`src/hdl/assert_macros.svh`:
```
`ifndef ASSERT_MACROS_SVH
`define ASSERT_MACROS_SVH

// Checks that a property holds at every rising edge outside of reset.
`define ASSERT_AT(label, clk, rst_n, prop) \
	label: assert property (@(posedge clk) disable iff (!(rst_n)) (prop)) \
		else $error("assertion failed");

// Checks that a condition never holds at a rising edge outside of reset.
`define ASSERT_NEVER(label, clk, rst_n, cond) \
	`ASSERT_AT(label, clk, rst_n, !(cond))

`endif

```
`src/hdl/ppc_pkg.sv`:
```
`timescale 1ns / 1ps
`default_nettype none

package ppc_pkg;

	localparam int MAX_PILES_DEF = 26;
	localparam int SYM_W         = 8;
	localparam int TOTAL_W       = 5;

	typedef enum logic {
		ST_EMPTY,
		ST_FULL
	} ppc_state_t;

	// Commands from the controller to the datapath.
	typedef struct packed {
		logic load;     // A request is accepted this cycle.
		logic capture;  // The request ends a sequence; latch its result.
	} ppc_cmd_t;

endpackage

`default_nettype wire

```
`src/hdl/ppc_ctrl.sv`:
```
`timescale 1ns / 1ps
`default_nettype none

module ppc_ctrl (
	input  wire logic           clk,
	input  wire logic           arst_n,
	input  wire logic           in_valid,
	input  wire logic           last,
	input  wire logic           out_ready,
	output logic                in_ready,
	output logic                out_valid,
	output ppc_pkg::ppc_cmd_t   cmd
);
	import ppc_pkg::*;

	ppc_state_t state_q;
	ppc_state_t state_next;
	logic       accept;

	always_ff @(posedge clk or negedge arst_n) begin
		if (!arst_n) begin
			state_q <= ST_EMPTY;
		end else begin
			state_q <= state_next;
		end
	end

	always_comb begin
		state_next  = state_q;
		in_ready    = 1'b1;
		out_valid   = 1'b0;
		unique case (state_q)
			ST_EMPTY: begin
				in_ready  = 1'b1;
				out_valid = 1'b0;
			end
			ST_FULL: begin
				// A new request may enter in the cycle the held result leaves.
				in_ready  = out_ready;
				out_valid = 1'b1;
			end
			default: begin
				in_ready  = 1'b0;
				out_valid = 1'b0;
			end
		endcase
		accept      = in_valid && in_ready;
		cmd.load    = accept;
		cmd.capture = accept && last;
		if (cmd.capture) begin
			state_next = ST_FULL;
		end else if (out_valid && out_ready) begin
			state_next = ST_EMPTY;
		end
	end

endmodule

`default_nettype wire

```
`src/hdl/ppc_datapath.sv`:
```
`timescale 1ns / 1ps
`default_nettype none

`include "assert_macros.svh"

module ppc_datapath #(
	parameter int MAX_PILES = ppc_pkg::MAX_PILES_DEF
) (
	input  wire logic                         clk,
	input  wire logic                         arst_n,
	input  wire ppc_pkg::ppc_cmd_t            cmd,
	input  wire logic [ppc_pkg::SYM_W-1:0]    symbol,
	input  wire logic                         first,
	output logic      [ppc_pkg::TOTAL_W-1:0]  pile_total,
	output logic                              overflowed
);
	import ppc_pkg::*;

	localparam int CW = $clog2(MAX_PILES + 1);
	localparam logic [CW-1:0] MAX_CNT = CW'(MAX_PILES);

	logic [SYM_W-1:0] tops_q [MAX_PILES];
	logic [CW-1:0]    count_q;
	logic             ovf_q;
	logic [TOTAL_W-1:0] total_q;
	logic             result_ovf_q;

	logic [CW-1:0]    eff_count;
	logic             eff_ovf;
	logic [MAX_PILES-1:0] hit;
	logic [MAX_PILES-1:0] wr;
	logic             any_hit;
	logic             full;
	logic [CW-1:0]    count_next;
	logic             ovf_next;

	// A first symbol works on an empty bank with the flag cleared.
	assign eff_count = first ? '0 : count_q;
	assign eff_ovf   = first ? 1'b0 : ovf_q;
	assign full      = (eff_count == MAX_CNT);

	// The live tops are sorted, so the hits form one run at the high end and
	// the lowest hit is the one whose lower neighbor misses.
	for (genvar k = 0; k < MAX_PILES; k++) begin : g_cmp
		localparam logic [CW-1:0] K = CW'(k);
		assign hit[k] = (K < eff_count) && (symbol <= tops_q[k]);
		if (k == 0) begin : g_lo
			assign wr[k] = hit[k] || (!any_hit && (eff_count == K));
		end else begin : g_hi
			assign wr[k] = (hit[k] && !hit[k-1]) || (!any_hit && (eff_count == K));
		end
	end

	assign any_hit    = |hit;
	assign count_next = (!any_hit && !full) ? eff_count + CW'(1) : eff_count;
	assign ovf_next   = eff_ovf || (!any_hit && full);

	assign pile_total = total_q;
	assign overflowed = result_ovf_q;

	always_ff @(posedge clk or negedge arst_n) begin
		if (!arst_n) begin
			count_q <= '0;
			ovf_q   <= 1'b0;
		end else if (cmd.load) begin
			count_q <= count_next;
			ovf_q   <= ovf_next;
		end
	end

	always_ff @(posedge clk) begin
		for (int i = 0; i < MAX_PILES; i++) begin
			if (cmd.load && wr[i]) begin
				tops_q[i] <= symbol;
			end
		end
		if (cmd.capture) begin
			total_q      <= TOTAL_W'(count_next);
			result_ovf_q <= ovf_next;
		end
	end

	`ASSERT_NEVER(a_count_bound, clk, arst_n, count_q > MAX_CNT)
	`ASSERT_AT(a_ovf_only_full, clk, arst_n, ovf_q |-> (count_q == MAX_CNT))
	`ASSERT_AT(a_first_one_pile, clk, arst_n,
		(cmd.load && first) |=> (count_q == CW'(1) && !ovf_q))

endmodule

`default_nettype wire

```
`src/hdl/patience_pile_counter.sv`:
```
// Latency: a result is valid in the cycle after the request marked last is accepted.
// Throughput: one symbol per cycle; the compare against all pile tops is one level.
// A held result blocks new requests only while the output is stalled.
// Reset (arst_n low, asynchronous) empties the bank, clears the flag and drops any held result.
// Pile top registers are not reset; only entries below the count are ever read.
`timescale 1ns / 1ps
`default_nettype none

module patience_pile_counter #(
	parameter int MAX_PILES = ppc_pkg::MAX_PILES_DEF
) (
	input  wire logic                         clk,
	input  wire logic                         arst_n,
	input  wire logic                         in_valid,
	output logic                              in_ready,
	input  wire logic [ppc_pkg::SYM_W-1:0]    symbol,
	input  wire logic                         first,
	input  wire logic                         last,
	output logic                              out_valid,
	input  wire logic                         out_ready,
	output logic      [ppc_pkg::TOTAL_W-1:0]  pile_total,
	output logic                              overflowed
);
	import ppc_pkg::*;

	// The controller tracks whether a result waits at the output and turns
	// the handshakes into load and capture commands for the datapath.
	ppc_cmd_t cmd;

	ppc_ctrl u_ctrl (
		.clk       (clk),
		.arst_n    (arst_n),
		.in_valid  (in_valid),
		.last      (last),
		.out_ready (out_ready),
		.in_ready  (in_ready),
		.out_valid (out_valid),
		.cmd       (cmd)
	);

	// The datapath holds the sorted bank of pile tops, the pile count and the
	// sticky overflow flag. Each accepted symbol either replaces the smallest
	// top that is not below it, opens a pile at the end of the bank, or sets
	// the flag when the bank is already full.
	ppc_datapath #(
		.MAX_PILES (MAX_PILES)
	) u_datapath (
		.clk        (clk),
		.arst_n     (arst_n),
		.cmd        (cmd),
		.symbol     (symbol),
		.first      (first),
		.pile_total (pile_total),
		.overflowed (overflowed)
	);

endmodule

`default_nettype wire
```
`config.mk`:
```
export PLATFORM = sky130hd
export DESIGN_NAME = patience_pile_counter
export DESIGN_NICKNAME = d
export VERILOG_FILES = /design/src/hdl/ppc_pkg.sv /design/src/hdl/ppc_ctrl.sv /design/src/hdl/ppc_datapath.sv /design/src/hdl/patience_pile_counter.sv
export VERILOG_INCLUDE_DIRS = /design/src /design/src/hdl
export SDC_FILE = /design/constraint.sdc
export NUM_CORES = 1
export LEC_CHECK = 0
export ABC_AREA = 1
export BUFFER_PORTS_ARGS = -buffer_cell sky130_fd_sc_hd__buf_2
export CORE_MARGIN = 2
export CORE_UTILIZATION = 30
export DETAILED_ROUTE_END_ITERATION = 10
export GPL_ROUTABILITY_DRIVEN = 0
export PLACE_DENSITY = 0.43
export SETUP_SLACK_MARGIN = 0.05
export SLEW_MARGIN = 20
export SYNTH_ARGS = -nofsm -noshare
export SYNTH_HDL_FRONTEND = slang
export SYNTH_HIERARCHICAL = 1
export SYNTH_SLANG_ARGS = --single-unit
```
`constraint.sdc`:
```
create_clock -name clk -period 2.65 [get_ports clk]
set_input_delay 0.265 -clock clk [delete_from_list [all_inputs] [get_ports clk]]
set_output_delay 0.265 -clock clk [all_outputs]
set_load 0.02 [all_outputs]
```
==> results.txt <==
Tmin final -> 2.61 ns
Overflow after GRT -> 0
Initial DRC count -> 384
First-pass GRT wire length -> 52700 microns
Crit Path Category -> register to register
Net switching power -> 0.00297 W
Final hold violations -> 0
Initial antenna violation count -> 1
Mean Syn Cell Area -> 9.60 sq um
Overall Global Routing Usage -> 14.4%
Die W -> 215 microns
Seq cells post-synth -> 221
Worst-path cell chain -> inv_1 -> nor2_4 -> nor2_4 -> nand2_1 -> nand2_2 -> a21oi_2 -> nand2_2 -> nand2_1 -> nor2_2 -> nand2_1 -> nor2_2 -> nand2_2 -> clkinv_4 -> buf_12 -> nand2_2 -> a21oi_4
DP Cell Count -> 2159
Cell-internal power -> 0.00743 W
Synthesized area -> 0.0134 sq mm
CP arrival -> 2.81 ns
Synth-to-Final Area Change -> 31.9%
Critical Path Sink Type -> register
Root Driver -> clkbuf_16
Fin nets -> 1855
Fin area -> 0.0176 sq mm
Distinct cell type count after synthesis -> 27
Via/cell ratio -> 4.37
CP max stage delay -> 0.44 ns
Comb power frac -> 27.0%
Ranking of synthesized cells by area -> edfxtp_1 (48%), ha_1 (20%), nand2_1 (9.5%)
DRC Markers -> 0
Die Ht -> 215 microns
Slowest-stage cell, CP -> dfrtp_1
CTS tree -> done
DP Area -> 0.0160 sq mm
Number of max-cap violations -> 0
Worst skew pair latency -> 0.55 ns
Cell mode on critical path -> nand2_2
Worst-path clk slew -> 0.06 ns
Final setup vio count -> 0
Drt total wl -> 32700 microns
Reg2Reg Launch Point -> u_datapath/count_q[1]
Share of cells above drive strength 1 -> 25.1%
Clock Tree Buf Depth -> 3
Total Die Area -> 0.0463 sq mm
TNS Setup -> 0 ns
Yosys top cell area share -> 48.0%
Drt pass-1 iters -> 4
Largest net degree at the start of global routing -> 31
IO Port Bufs -> 21
HP Class -> primary input to asynchronous set/reset pin
Fin cells -> 2242
WP buf/inv -> 3
Reg2Reg Setup Slack -> 0.04 ns
Slew Viols, Final -> 0
Ys Warns -> 6
Crit. Startpoint -> u_datapath/count_q[1]
Crit path max-delay family -> simple AND/OR/NAND/NOR gates
Site row count -> 77
CTS Buf Count -> 27
Clock power share -> 34.1%
Layout Skew -> 0.0288 ns
Sw Ratio -> 28.5%
RSZ-0062 raised after global routing -> yes
Number of global-route vias before repair -> 9885
FF-to-FF path depth -> 16
Sequential Power Share -> 39.0%
Final period util -> 98.3%
Starting Density -> 30.3%
Vias -> 9800
Avg WL per Cell -> 14.6 microns
Synthesized net count -> 1618
Capturing point of the worst reg2reg path -> u_datapath/tops_q[0][116]
Core area -> 0.0441 sq mm
Leakage power -> 8.34 nW
CTS H-tree depth -> 1
HPWL Detailed -> 23400 microns
Rel. slew slack -> 61.8%
Critical Path RT -> 2.85 ns
Clock sinks -> 221
Yosys top cell by area -> edfxtp_1
Sequential share of the synthesized area -> 49.4%
ANT cells -> 0
WHS -> 0.0762 ns
Worst Path Max Fanout -> 8
Syn Inst Count -> 1393
Status -> complete, no violations
PwrDens -> 589 mW/mm^2
FMAX -> 0.384 GHz
Worst-Margin Slew -> 0.569 ns
IR drop worst, VDD -> 0.000494 V
DRT antenna net count -> 0
# IOs -> 22
Critical path startpoint category -> register
## through the flow
stage | utilization (%) | power, W | setup slack (ns)
after floorplan | - | 0.00522 | -0.0884
after global placement | 36.2 | 0.00634 | -0.444
after detailed placement | 36.2 | 0.00635 | -0.446
after CTS | 38.9 | 0.0101 | 0.0514
after global routing | 40.0 | 0.0110 | -0.149
final | 40.0 | 0.0104 | 0.0439
## routing by layer
metal | vias to the layer above | track usage [%] | wire [microns]
met5 | - | 0 | 0
met1 | 4587 | 19.1 | 15500
met4 | 0 | 3.54 | 814
met2 | 79 | 24.6 | 15500
met3 | 43 | 1.88 | 830
li1 | 5091 | - | -
## cells in the final DEF, fill, tap and decap left out, types with 6 or more instances in the layout
cell type  instances
nor2_1            53
ha_4               6
buf_6              8
ha_1             205
buf_12            31
inv_1            271
nand2_1          273
a21oi_1           70
nand2_4           18
nand2_2           52
nor3_1             9
o21bai_1          12
nand3_1           31
clkinv_1           9
clkbuf_16         28
edfxtp_1         214
nand4_1           34
clkbuf_1           7
nor2_2            22
buf_4            156
a21oi_2            8
a21oi_4           21
nor2_4             6
buf_2             21
inv_2             14
o21a_1            23
## power groups by stage
stage               Clock (W)  Sequential [W]  Combinational (W)
floorplan                   0         0.00413            0.00108
global placement            0         0.00413            0.00222
detailed placement          0         0.00413            0.00223
CTS                   0.00367         0.00405            0.00242
global route          0.00380         0.00407            0.00308
finish                0.00354         0.00406            0.00280
## synth_stat cells
master / count
clkinv_2: 1
o21bai_1: 12
inv_2: 9
and2_1: 5
buf_6: 2
clkbuf_1: 4
nor2_4: 2
nor2_1: 74
nand4_1: 34
nor3_1: 9
a21oi_1: 99
nor4_1: 1
inv_1: 278
a21o_1: 3
edfxtp_1: 214
nor2_2: 5
buf_2: 5
nand2_4: 3
o21ai_0: 9
o21ai_1: 5
nand2_1: 338
ha_1: 211
nand3_1: 36
dfrtp_1: 7
o21a_1: 23
nand2_2: 2
buf_4: 2
## flip-flops by register name, summed over array words and instances (netlist names)
| signal | count |
|---|---|
| u_datapath/ovf_q | 1 |
| u_datapath/overflowed | 1 |
| u_ctrl/state_q | 1 |
| u_datapath/count_q | 5 |
| u_datapath/pile_total | 5 |
| u_datapath/tops_q | 208 |
## logic make-up (layout without fill, tap and decap cells)
family	after synthesis	in the layout	share of synthesized area, %
buffers and inverters	301	558	8.67
and+or+nand+nor	509	509	15.9
AOI/OAI and AO/OA	151	151	6.36
adders and majority gates	211	211	19.7
DFF	221	221	49.4
## area by class of cell
cell class / count / area (sq um)
clock buffer: 34 / 702
clock inverter: 15 / 143
fill: 4395 / 26500
inverter: 288 / 1090
multi-input combinational: 871 / 6310
sequential: 221 / 6600
tap: 592 / 741
timing repair buffer: 221 / 2050
## how the worst max path moves through the flow
stage                     cells after the start                   endpoint
after floorplan                              18   u_datapath/tops_q[0][16]
after global placement                       23   u_datapath/tops_q[0][39]
after detailed placement                     23   u_datapath/tops_q[0][39]
after CTS                                    19  u_datapath/tops_q[0][116]
after global routing                         19    u_datapath/tops_q[1][7]
final                                        16  u_datapath/tops_q[0][116]
## repair_timing
item,4_1_cts,5_1_grt
hold buffers,4,0
endpoints found under the hold margin,9,0
setup endpoints to repair,208,215
setup buffers,21,8
gates resized for setup,50,103
gates cloned,0,1
pin swaps,19,49
No activity file was read; power rests on OpenSTA's default activity.
